$ cat src/rtl/lsf_pkg.sv
`timescale 1ns / 1ps
// ----------------------------------------------------------------------------
// lsf_pkg
// Shared types and constants of the learning switch forwarder: walk record
// handed from cell to cell, table write bundle, result codes, register map.
// ----------------------------------------------------------------------------
package lsf_pkg;

   // default sizes
   localparam int LSF_TABLE_ENTRIES = 16;
   localparam int LSF_MAX_PORTS     = 6;

   // fixed field widths
   localparam int LSF_MAC_W    = 48;
   localparam int LSF_PORT_W   = 3;
   localparam int LSF_LEN_W    = 14;
   localparam int LSF_STAMP_W  = 32;
   localparam int LSF_MASK_W   = 6;
   localparam int LSF_OWN_MACS = 6;
   localparam int LSF_GROUP_BIT = 40;
   localparam logic [LSF_LEN_W-1:0] LSF_MIN_FRAME = 14'd14;

   // entry index carried in the walk record, wide enough for the largest table
   localparam int LSF_IDX_W = 10;

   // register map
   localparam logic [2:0] CSR_PORT_COUNT = 3'd0;
   localparam logic [2:0] CSR_OWN_MAC1   = 3'd1;
   localparam logic [2:0] CSR_OWN_MAC6   = 3'd6;

   typedef enum logic [2:0] {
      ACT_REFRESH  = 3'd0,
      ACT_INSERT   = 3'd1,
      ACT_REPLACE  = 3'd2,
      ACT_OWN_SKIP = 3'd3,
      ACT_NONE     = 3'd4
   } lsf_action_type;

   typedef enum logic [1:0] {
      ST_OK        = 2'd0,
      ST_MALFORMED = 2'd1,
      ST_BAD_PORT  = 2'd2
   } lsf_status_type;

   typedef enum logic [1:0] {
      S_IDLE,
      S_WALK,
      S_FINISH
   } lsf_state_type;

   // record that travels down the chain, one cell per cycle
   typedef struct packed {
      logic                   valid;
      logic                   src_hit;
      logic [LSF_IDX_W-1:0]   src_idx;
      logic                   dst_hit;
      logic [LSF_IDX_W-1:0]   dst_idx;
      logic [LSF_PORT_W-1:0]  dst_port;
      logic                   old_have;
      logic [LSF_IDX_W-1:0]   old_idx;
      logic [LSF_STAMP_W-1:0] old_stamp;
   } lsf_walk_type;

   // table write broadcast to every cell
   typedef struct packed {
      logic                   en;
      logic [LSF_IDX_W-1:0]   idx;
      logic [LSF_MAC_W-1:0]   mac;
      logic [LSF_PORT_W-1:0]  port;
      logic [LSF_STAMP_W-1:0] stamp;
   } lsf_wr_type;

endpackage

$ cat src/rtl/lsf_cell.sv
`timescale 1ns / 1ps
// ----------------------------------------------------------------------------
// lsf_cell
// One table entry. Holds mac, port and stamp, matches the passing walk record
// against the source and destination keys and keeps the oldest-stamp search.
// ----------------------------------------------------------------------------
module lsf_cell
   import lsf_pkg::*;
#(
   parameter int CELL_IDX = 0
) (
   input  logic                   clock,
   input  logic                   reset,
   input  lsf_walk_type           walk_in,
   input  logic [LSF_MAC_W-1:0]   src_mac,
   input  logic [LSF_MAC_W-1:0]   dst_mac,
   input  logic                   used,
   input  lsf_wr_type             wr,
   output lsf_walk_type           walk_out
);

   localparam logic [LSF_IDX_W-1:0] MY_IDX = LSF_IDX_W'(CELL_IDX);

   logic [LSF_MAC_W-1:0]   mac_ff;
   logic [LSF_PORT_W-1:0]  port_ff;
   logic [LSF_STAMP_W-1:0] stamp_ff;
   lsf_walk_type           walk_ff;
   lsf_walk_type           walk_in_next;

   // entry storage, written by index match
   always_ff @(posedge clock) begin
      if (wr.en && wr.idx == MY_IDX) begin
         mac_ff   <= wr.mac;
         port_ff  <= wr.port;
         stamp_ff <= wr.stamp;
      end
   end

   // fold this entry into the passing record
   always_comb begin
      walk_in_next = walk_in;
      if (used) begin
         if (!walk_in.src_hit && mac_ff == src_mac) begin
            walk_in_next.src_hit = 1'b1;
            walk_in_next.src_idx = MY_IDX;
         end
         if (!walk_in.dst_hit && mac_ff == dst_mac) begin
            walk_in_next.dst_hit  = 1'b1;
            walk_in_next.dst_idx  = MY_IDX;
            walk_in_next.dst_port = port_ff;
         end
         // strict compare keeps the lowest index on a tie
         if (!walk_in.old_have || stamp_ff < walk_in.old_stamp) begin
            walk_in_next.old_have  = 1'b1;
            walk_in_next.old_idx   = MY_IDX;
            walk_in_next.old_stamp = stamp_ff;
         end
      end
   end

   // hand the record to the next cell
   always_ff @(posedge clock) begin
      if (reset) begin
         walk_ff.valid <= 1'b0;
      end else begin
         walk_ff.valid <= walk_in_next.valid;
      end
      walk_ff.src_hit   <= walk_in_next.src_hit;
      walk_ff.src_idx   <= walk_in_next.src_idx;
      walk_ff.dst_hit   <= walk_in_next.dst_hit;
      walk_ff.dst_idx   <= walk_in_next.dst_idx;
      walk_ff.dst_port  <= walk_in_next.dst_port;
      walk_ff.old_have  <= walk_in_next.old_have;
      walk_ff.old_idx   <= walk_in_next.old_idx;
      walk_ff.old_stamp <= walk_in_next.old_stamp;
   end

   assign walk_out = walk_ff;

endmodule

$ cat src/rtl/learning_switch_forwarder_core.sv
`timescale 1ns / 1ps
// ----------------------------------------------------------------------------
// learning_switch_forwarder_core
// Learning switch forwarding decision: source learning with oldest-stamp
// eviction and destination lookup over a chain of table cells.
//
//   channel  direction  handshake          contents
//   req_     in         valid / stall      ingress port, macs, length, stamp
//   rsp_     out        valid / stall      port mask, flooded, action, status
//   csr_     in         valid / ready      register index, write data
//
// A request walks the cell chain one cell per cycle. A good header is captured,
// launched, caught at the tail and loaded into the output register; a dropped
// header skips the walk. The next request is taken once the result sits in the
// output register, even while rsp_stall holds it. Synchronous reset empties the
// table (fill count to zero) and loads port_count 6 and own macs 0.
// ----------------------------------------------------------------------------
module learning_switch_forwarder_core
   import lsf_pkg::*;
#(
   parameter int TABLE_ENTRIES = LSF_TABLE_ENTRIES,
   parameter int MAX_PORTS     = LSF_MAX_PORTS
) (
   input  logic                   clock,
   input  logic                   reset,
   // request channel
   input  logic                   req_valid,
   output logic                   req_stall,
   input  logic [LSF_PORT_W-1:0]  req_in_port,
   input  logic [LSF_MAC_W-1:0]   req_src_mac,
   input  logic [LSF_MAC_W-1:0]   req_dst_mac,
   input  logic [LSF_LEN_W-1:0]   req_frame_length,
   input  logic [LSF_STAMP_W-1:0] req_now_stamp,
   // result channel
   output logic                   rsp_valid,
   input  logic                   rsp_stall,
   output logic [LSF_MASK_W-1:0]  rsp_port_mask,
   output logic                   rsp_flooded,
   output logic [2:0]             rsp_learn_action,
   output logic [1:0]             rsp_status,
   // register writes
   input  logic                   csr_valid,
   output logic                   csr_ready,
   input  logic [2:0]             csr_index,
   input  logic [LSF_MAC_W-1:0]   csr_wdata
);

   localparam int CNT_W = $clog2(TABLE_ENTRIES + 1);
   localparam logic [CNT_W-1:0] FULL_COUNT = CNT_W'(TABLE_ENTRIES);
   localparam logic [LSF_PORT_W-1:0] MAX_P = LSF_PORT_W'(MAX_PORTS);

   // registers
   lsf_state_type          state_ff, state_in;
   logic [LSF_PORT_W-1:0]  port_count_ff;
   logic [LSF_MAC_W-1:0]   own_mac_ff [LSF_OWN_MACS];
   logic [CNT_W-1:0]       count_ff;
   logic                   launch_ff;
   logic [LSF_PORT_W-1:0]  port_ff;
   logic [LSF_MAC_W-1:0]   src_ff;
   logic [LSF_MAC_W-1:0]   dst_ff;
   logic [LSF_STAMP_W-1:0] stamp_ff;
   logic                   own_ff;
   lsf_status_type         status_ff, status_in;
   logic [LSF_PORT_W-1:0]  nports_ff;
   lsf_walk_type           tail_ff;
   logic                   rsp_valid_ff;
   logic [LSF_MASK_W-1:0]  rsp_mask_ff;
   logic                   rsp_flooded_ff;
   lsf_action_type         rsp_action_ff;
   lsf_status_type         rsp_status_ff;

   // combinational
   logic [LSF_PORT_W-1:0]  nports;
   logic                   own_hit;
   logic                   accept;
   logic                   load_rsp;
   lsf_action_type         action;
   logic [LSF_IDX_W-1:0]   wr_idx;
   logic                   self_hit;
   logic                   dst_known;
   logic [LSF_PORT_W-1:0]  dst_port;
   logic [LSF_MASK_W-1:0]  mask;
   logic                   flooded;
   lsf_wr_type             wr;
   lsf_walk_type           walk [TABLE_ENTRIES+1];
   logic [TABLE_ENTRIES-1:0] used;

   assign csr_ready = 1'b1;

   // register file
   always_ff @(posedge clock) begin
      if (reset) begin
         port_count_ff <= 3'd6;
         for (int i = 0; i < LSF_OWN_MACS; i++) begin
            own_mac_ff[i] <= '0;
         end
      end else if (csr_valid && csr_ready) begin
         unique case (csr_index) inside
            CSR_PORT_COUNT: port_count_ff <= csr_wdata[LSF_PORT_W-1:0];
            [CSR_OWN_MAC1:CSR_OWN_MAC6]:
               own_mac_ff[3'(csr_index - CSR_OWN_MAC1)] <= csr_wdata;
            default: ;
         endcase
      end
   end

   // active port count, clamped to one .. MAX_PORTS
   always_comb begin
      nports = port_count_ff;
      if (nports == '0) begin
         nports = 3'd1;
      end
      if (nports > MAX_P) begin
         nports = MAX_P;
      end
   end

   // own mac match over the active ports
   always_comb begin
      own_hit = 1'b0;
      for (int i = 0; i < LSF_OWN_MACS; i++) begin
         if (LSF_PORT_W'(i + 1) <= nports && own_mac_ff[i] == req_src_mac) begin
            own_hit = 1'b1;
         end
      end
   end

   assign accept   = req_valid && !req_stall;
   assign load_rsp = (state_ff == S_FINISH) && (!rsp_valid_ff || !rsp_stall);

   // header checks, port before length
   always_comb begin
      if (req_in_port == '0 || req_in_port > nports) begin
         status_in = ST_BAD_PORT;
      end else if (req_frame_length < LSF_MIN_FRAME) begin
         status_in = ST_MALFORMED;
      end else begin
         status_in = ST_OK;
      end
   end

   // cell chain
   always_comb begin
      walk[0]           = '0;
      walk[0].valid     = launch_ff;
      walk[0].old_stamp = '1;
   end

   for (genvar g = 0; g < TABLE_ENTRIES; g++) begin : g_cell
      assign used[g] = CNT_W'(g) < count_ff;
      lsf_cell #(
         .CELL_IDX (g)
      ) u_cell (
         .clock    (clock),
         .reset    (reset),
         .walk_in  (walk[g]),
         .src_mac  (src_ff),
         .dst_mac  (dst_ff),
         .used     (used[g]),
         .wr       (wr),
         .walk_out (walk[g+1])
      );
   end

   // learning decision from the finished walk
   always_comb begin
      wr_idx = tail_ff.src_idx;
      if (own_ff) begin
         action = ACT_OWN_SKIP;
      end else if (tail_ff.src_hit) begin
         action = ACT_REFRESH;
      end else if (count_ff == FULL_COUNT) begin
         action = ACT_REPLACE;
         wr_idx = tail_ff.old_idx;
      end else begin
         action = ACT_INSERT;
         wr_idx = LSF_IDX_W'(count_ff);
      end
   end

   assign wr.en    = load_rsp && status_ff == ST_OK && action != ACT_OWN_SKIP;
   assign wr.idx   = wr_idx;
   assign wr.mac   = src_ff;
   assign wr.port  = port_ff;
   assign wr.stamp = stamp_ff;

   // forwarding against the table as it stands after learning
   always_comb begin
      self_hit  = !dst_ff[LSF_GROUP_BIT] && action != ACT_OWN_SKIP && dst_ff == src_ff;
      dst_known = !dst_ff[LSF_GROUP_BIT] && (self_hit || (tail_ff.dst_hit &&
                  !(action == ACT_REPLACE && tail_ff.dst_idx == wr_idx)));
      dst_port  = self_hit ? port_ff : tail_ff.dst_port;
      flooded   = !dst_known;
      for (int i = 0; i < LSF_MASK_W; i++) begin
         if (dst_known) begin
            mask[i] = dst_port == LSF_PORT_W'(i + 1);
         end else begin
            mask[i] = LSF_PORT_W'(i + 1) <= nports_ff && LSF_PORT_W'(i + 1) != port_ff;
         end
      end
   end

   // sequencer
   always_ff @(posedge clock) begin
      if (reset) begin
         state_ff <= S_IDLE;
      end else begin
         state_ff <= state_in;
      end
   end

   always_comb begin
      state_in  = state_ff;
      req_stall = 1'b1;
      unique case (state_ff)
         S_IDLE: begin
            req_stall = 1'b0;
            if (req_valid) begin
               state_in = (status_in == ST_OK) ? S_WALK : S_FINISH;
            end
         end
         S_WALK: begin
            if (walk[TABLE_ENTRIES].valid) begin
               state_in = S_FINISH;
            end
         end
         S_FINISH: begin
            if (load_rsp) begin
               state_in = S_IDLE;
            end
         end
         default: state_in = S_IDLE;
      endcase
   end

   // request capture and walk launch
   always_ff @(posedge clock) begin
      if (reset) begin
         launch_ff <= 1'b0;
      end else begin
         launch_ff <= accept && status_in == ST_OK;
      end
      if (accept) begin
         port_ff   <= req_in_port;
         src_ff    <= req_src_mac;
         dst_ff    <= req_dst_mac;
         stamp_ff  <= req_now_stamp;
         own_ff    <= own_hit;
         status_ff <= status_in;
         nports_ff <= nports;
      end
      if (walk[TABLE_ENTRIES].valid) begin
         tail_ff <= walk[TABLE_ENTRIES];
      end
   end

   // fill count
   always_ff @(posedge clock) begin
      if (reset) begin
         count_ff <= '0;
      end else if (wr.en && action == ACT_INSERT) begin
         count_ff <= count_ff + 1'b1;
      end
   end

   // output register
   always_ff @(posedge clock) begin
      if (reset) begin
         rsp_valid_ff <= 1'b0;
      end else begin
         rsp_valid_ff <= load_rsp || (rsp_valid_ff && rsp_stall);
      end
      if (load_rsp) begin
         rsp_status_ff <= status_ff;
         if (status_ff == ST_OK) begin
            rsp_mask_ff    <= mask;
            rsp_flooded_ff <= flooded;
            rsp_action_ff  <= action;
         end else begin
            rsp_mask_ff    <= '0;
            rsp_flooded_ff <= 1'b0;
            rsp_action_ff  <= ACT_NONE;
         end
      end
   end

   assign rsp_valid        = rsp_valid_ff;
   assign rsp_port_mask    = rsp_mask_ff;
   assign rsp_flooded      = rsp_flooded_ff;
   assign rsp_learn_action = rsp_action_ff;
   assign rsp_status       = rsp_status_ff;

   // checks
   a_count_bound: assert property (@(posedge clock) disable iff (reset)
      count_ff <= FULL_COUNT)
      else $error("fill count beyond table size");

   a_tail_in_walk: assert property (@(posedge clock) disable iff (reset)
      walk[TABLE_ENTRIES].valid |-> state_ff == S_WALK)
      else $error("walk record left the chain outside a walk");

   a_write_on_good: assert property (@(posedge clock) disable iff (reset)
      wr.en |-> state_ff == S_FINISH && status_ff == ST_OK)
      else $error("table write without a good request");

   a_insert_count: assert property (@(posedge clock) disable iff (reset)
      wr.en && action == ACT_INSERT |=> count_ff == $past(count_ff) + 1'b1)
      else $error("insert did not grow the table");

endmodule
$ cat config.mk
export PLATFORM = sky130hd
export DESIGN_NAME = learning_switch_forwarder_core
export DESIGN_NICKNAME = d
export VERILOG_FILES = /design/src/rtl/lsf_pkg.sv /design/src/rtl/lsf_cell.sv /design/src/rtl/learning_switch_forwarder_core.sv
export SDC_FILE = /design/constraint.sdc
export NUM_CORES = 2
export LEC_CHECK = 0
export BUFFER_PORTS_ARGS = -buffer_cell sky130_fd_sc_hd__buf_2
export CORE_MARGIN = 4
export CORE_UTILIZATION = 29
export DETAILED_ROUTE_END_ITERATION = 7
export GPL_TIMING_DRIVEN = 0
export MAX_ROUTING_LAYER = met4
export RECOVER_POWER = 50
export SYNTH_ARGS = -nofsm -noshare
export SYNTH_HDL_FRONTEND = slang
export SYNTH_SLANG_ARGS = --single-unit
$ cat constraint.sdc
create_clock -name clock -period 12.1 [get_ports clock]
set_clock_uncertainty 0.15 [all_clocks]
set_input_delay 2.42 -clock clock [delete_from_list [all_inputs] [get_ports clock]]
set_output_delay 2.42 -clock clock [all_outputs]
set_load 0.01 [all_outputs]
==> impl_metrics.yaml <==
layout:
  final_cells: 14500
  drive_gt1_share_pct: 14.3
  fin_nets: 9706
  area_growth_pct: 15.8
  stdcell_area_sq_um: 130000
  final_util_pct: 33.7
worst_setup_path:
  path_class: "in -> reg"
  r2r_start: "src_ff[23]"
  crit_slowest_cell: "clkbuf_1"
  endpoint: "stamp_ff[5]"
  worst_setup_path_end_kind: "flop"
  path_buf_inv: 6
  critical_path_peak_fanout: 32
  path_depth: 7
  cpMostUsedCell: "clkbuf_1"
  cp.arrival_ns: 7.82
  reg2reg_slack_ns: 4.99
  slowest_delay_ns: 1.36
  start_kind: "input pin"
  r2r_end: "g_cell[15].u_cell.walk_out[59]"
  startpoint: "req_valid"
  critPathTopFamily: "buffers and inverters"
  path_cells: "clkbuf_1, inv_1, nor2_1, clkbuf_1, clkbuf_1, clkbuf_1, buf_12"
  reg2reg_depth: 10
  critPathRequiredTime_ns: 12.48
sta:
  hold_ws_ns: 0.245
  rsz0062_at_grt: "false"
  slew_viol_final: 493
  layout_min_cycle_time_ns: 7.44
  finalSetupTns_ns: 0
  clock.fmax_mhz: 134
  worst_slew_pin_slew_ns: 3.26
  finalCritPeriodShare_pct: 61.5
  finalSetupViolCount: 0
  slew_headroom_pct: -117
  hold_viol: 0
floorplan:
  die_w_um: 630
  die_h_um: 630
  core-area_sq_um: 385000
  die-area_sq_um: 397000
  start_util_pct: 29.1
  rows: 228
  ios: 216
route:
  drc_errors: 0
  routed_wl_mm: 416
  vias: 72800
  drt_iter0_drc: 10100
  drtAntennaViolNets: 0
  post_drt_wl_per_cell_um: 28.7
  drt_pass1_iterations: 7
  vias_per_cell: 5.04
global_route:
  grtUsageTotal_pct: 20.8
  antenna_found_initial: 54
  grt_pass1_wl_mm: 561
  grt_overflow_total: 0
  grt_pass1_vias: 71100
  grt_start_max_net_pins: 49
logic_synthesis:
  async_reset_ff_share_pct: 0
  synthCells: 8396
  ys_ff_latch: 2532
  syn_area_sq_um: 112000
  synth-edff-count: 1782
  ys_seq_area_share_pct: 61.1
  ys_warn_count: 0
  yosys_most_used_dff: "edfxtp_1"
  syn_area_per_cell_sq_um: 13.4
  ys_types: 86
  syn_nets: 9071
place:
  hpwl_mm: 293
  placed_cell_area_sq_um: 123000
  io_buffers: 212
  dp_cells: 13900
  place.gp.congestion: 1.01
job:
  drv_cap: 43
clocking:
  postCtsSetupRepairBufs: 0
  clkTransAtPathRegs_ns: 0.06
  cts_tree: "built"
  cts.sinks: 2532
  cts_buffer_depth: 4
  hold_buffers: 0
  cts_resized: 0
  insertion_delay_ns: 0.89
  root_buffer: "clkbuf_16"
  cts_buffers: 278
  htreeDepth: 5
run_status:
  status: "finished, violations left"
  violations: "max-capacitance violations, max-slew violations"
min_path:
  hp-class: "reg -> reg"
pwr:
  p_leak_uw: 0.0494
  power_density_nw_per_um2: 151
  peakVddDrop_mv: 0.112
==> cell families after synthesis <==
logic type               after synthesis  share of synthesized area, %
flip-flops                          2532                          61.1
XOR/XNOR                            1828                          14.3
AND/OR/NAND/NOR                     1614                          7.83
buffers and inverters                921                          3.32
AO/OA/AOI/OAI                        528                          3.21
multiplexers                         497                          4.98
adder cells (fa/ha/maj)              475                          5.30
other                                  1                       0.00334
==> worst min path at each step <==
stage	from	end	slack (ns)	depth (start not counted)
after floorplan	g_cell[0].u_cell.walk_out[67]	g_cell[1].u_cell.walk_out[57]	0.23	1
after global placement	g_cell[15].u_cell.walk_out[47]	tail_ff[47]	0.24	0
after detailed placement	g_cell[15].u_cell.walk_out[57]	tail_ff[57]	0.24	0
after CTS	g_cell[0].u_cell.walk_out[56]	g_cell[1].u_cell.walk_out[46]	0.24	1
after global routing	g_cell[15].u_cell.walk_out[57]	tail_ff[57]	0.25	0
final	g_cell[0].u_cell.walk_out[56]	g_cell[1].u_cell.walk_out[46]	0.25	1
==> cell usage after synthesis (all sizes together) (4+ instances only) <==
library cell	instances	share of area (%)
a2111oi	16	0.12
a211o	9	0.070
a211oi	25	0.18
a21o	115	0.77
a21oi	124	0.57
a221oi	15	0.12
a22o	4	0.031
a31o	5	0.039
a31oi	18	0.11
and2	7	0.039
and3	8	0.045
and4	6	0.047
buf	186	0.86
clkbuf	147	0.49
dfxtp	750	13
edfxtp	1782	48
ha	474	5.3
inv	587	2.0
mux2	493	4.9
mux2i	4	0.036
nand2	137	0.46
nand2b	75	0.42
nand3	39	0.17
nand4	394	2.2
nand4b	6	0.047
nor2	380	1.3
nor2b	78	0.43
nor3	52	0.23
nor4	275	1.5
o2111ai	8	0.062
o211ai	20	0.13
o21a	14	0.094
o21ai	86	0.39
o21bai	5	0.033
o221ai	4	0.031
o22ai	23	0.13
o2bb2ai	8	0.062
o31ai	8	0.054
or2	120	0.67
or3	8	0.045
or4	9	0.060
xnor2	1017	7.9
xor2	811	6.3
==> registers in the layout, summed over array words and instances, names as in the netlist, 3 cells and up <==
register	count
g_cell.u_cell.mac_ff	768
g_cell.u_cell.walk_out	738
g_cell.u_cell.stamp_ff	512
own_mac_ff	288
dst_ff	48
g_cell.u_cell.port_ff	48
src_ff	48
stamp_ff	32
tail_ff	17
rsp_port_mask	6
count_ff	5
nports_ff	3
port_count_ff	3
port_ff	3
rsp_learn_action	3
==> routing by layer <==
metal / track usage [%] / vias to the layer above / wire [um]
met2: 31.1 / 4599 / 180000
li1: - / 31100 / -
met4: 12.8 / 0 / 33100
met1: 24.3 / 35600 / 152000
met3: 6.62 / 1551 / 50700
met5: - / - / 0
==> power breakdown <==
group | internal [uW] | switching, uW
logic | 415 | 1280
registers | 9450 | 170
clock network | 4710 | 3590
total | 14600 | 5040
==> through the flow <==
step / total power (uW) / worst slack, ns
after floorplan: 10500 / 3.22
after global routing: 20100 / 4.22
after CTS: 19800 / 6.41
after global placement: 11400 / -2.27
final: 19600 / 4.66
after detailed placement: 11500 / 5.65
==> layout make-up <==
cell class / instances / area [sq um]
diodes: 36 / 90.1
plain buffers: 333 / 1450
clock buffers: 380 / 7730
clock inverters: 116 / 1010
fillers: 37900 / 256000
inverters: 588 / 2210
multi-input cells: 4943 / 40000
flip-flops and latches: 2532 / 68500
well taps: 5175 / 6470
repair buffers: 355 / 2360
==> cells in the final DEF, fill, tap and decap left out, types with 123 or more instances in the layout <==
| master | count |
|---|---|
| nand4_1 | 394 |
| nor2_1 | 363 |
| xor2_1 | 810 |
| xnor2_1 | 1017 |
| mux2_2 | 463 |
| clkbuf_1 | 428 |
| inv_1 | 587 |
| buf_2 | 253 |
| nand2_1 | 137 |
| edfxtp_1 | 1782 |
| nor4_1 | 275 |
| a21oi_1 | 123 |
| ha_1 | 474 |
| clkbuf_16 | 287 |
| dfxtp_1 | 750 |
==> worst register-to-register path, stage by stage, from the launching register on <==
cell and delay, ns:
edfxtp_1 0.62, clkbuf_1 0.70, clkbuf_1 1.05, clkbuf_1 1.02
xor2_1 0.17, nor4_1 0.60, nand3_1 0.16, a2111oi_0 1.17
nand4_1 0.83, nor2_1 0.41, or2_2 0.17
Note: power is estimated with default switching activity, not from simulation.
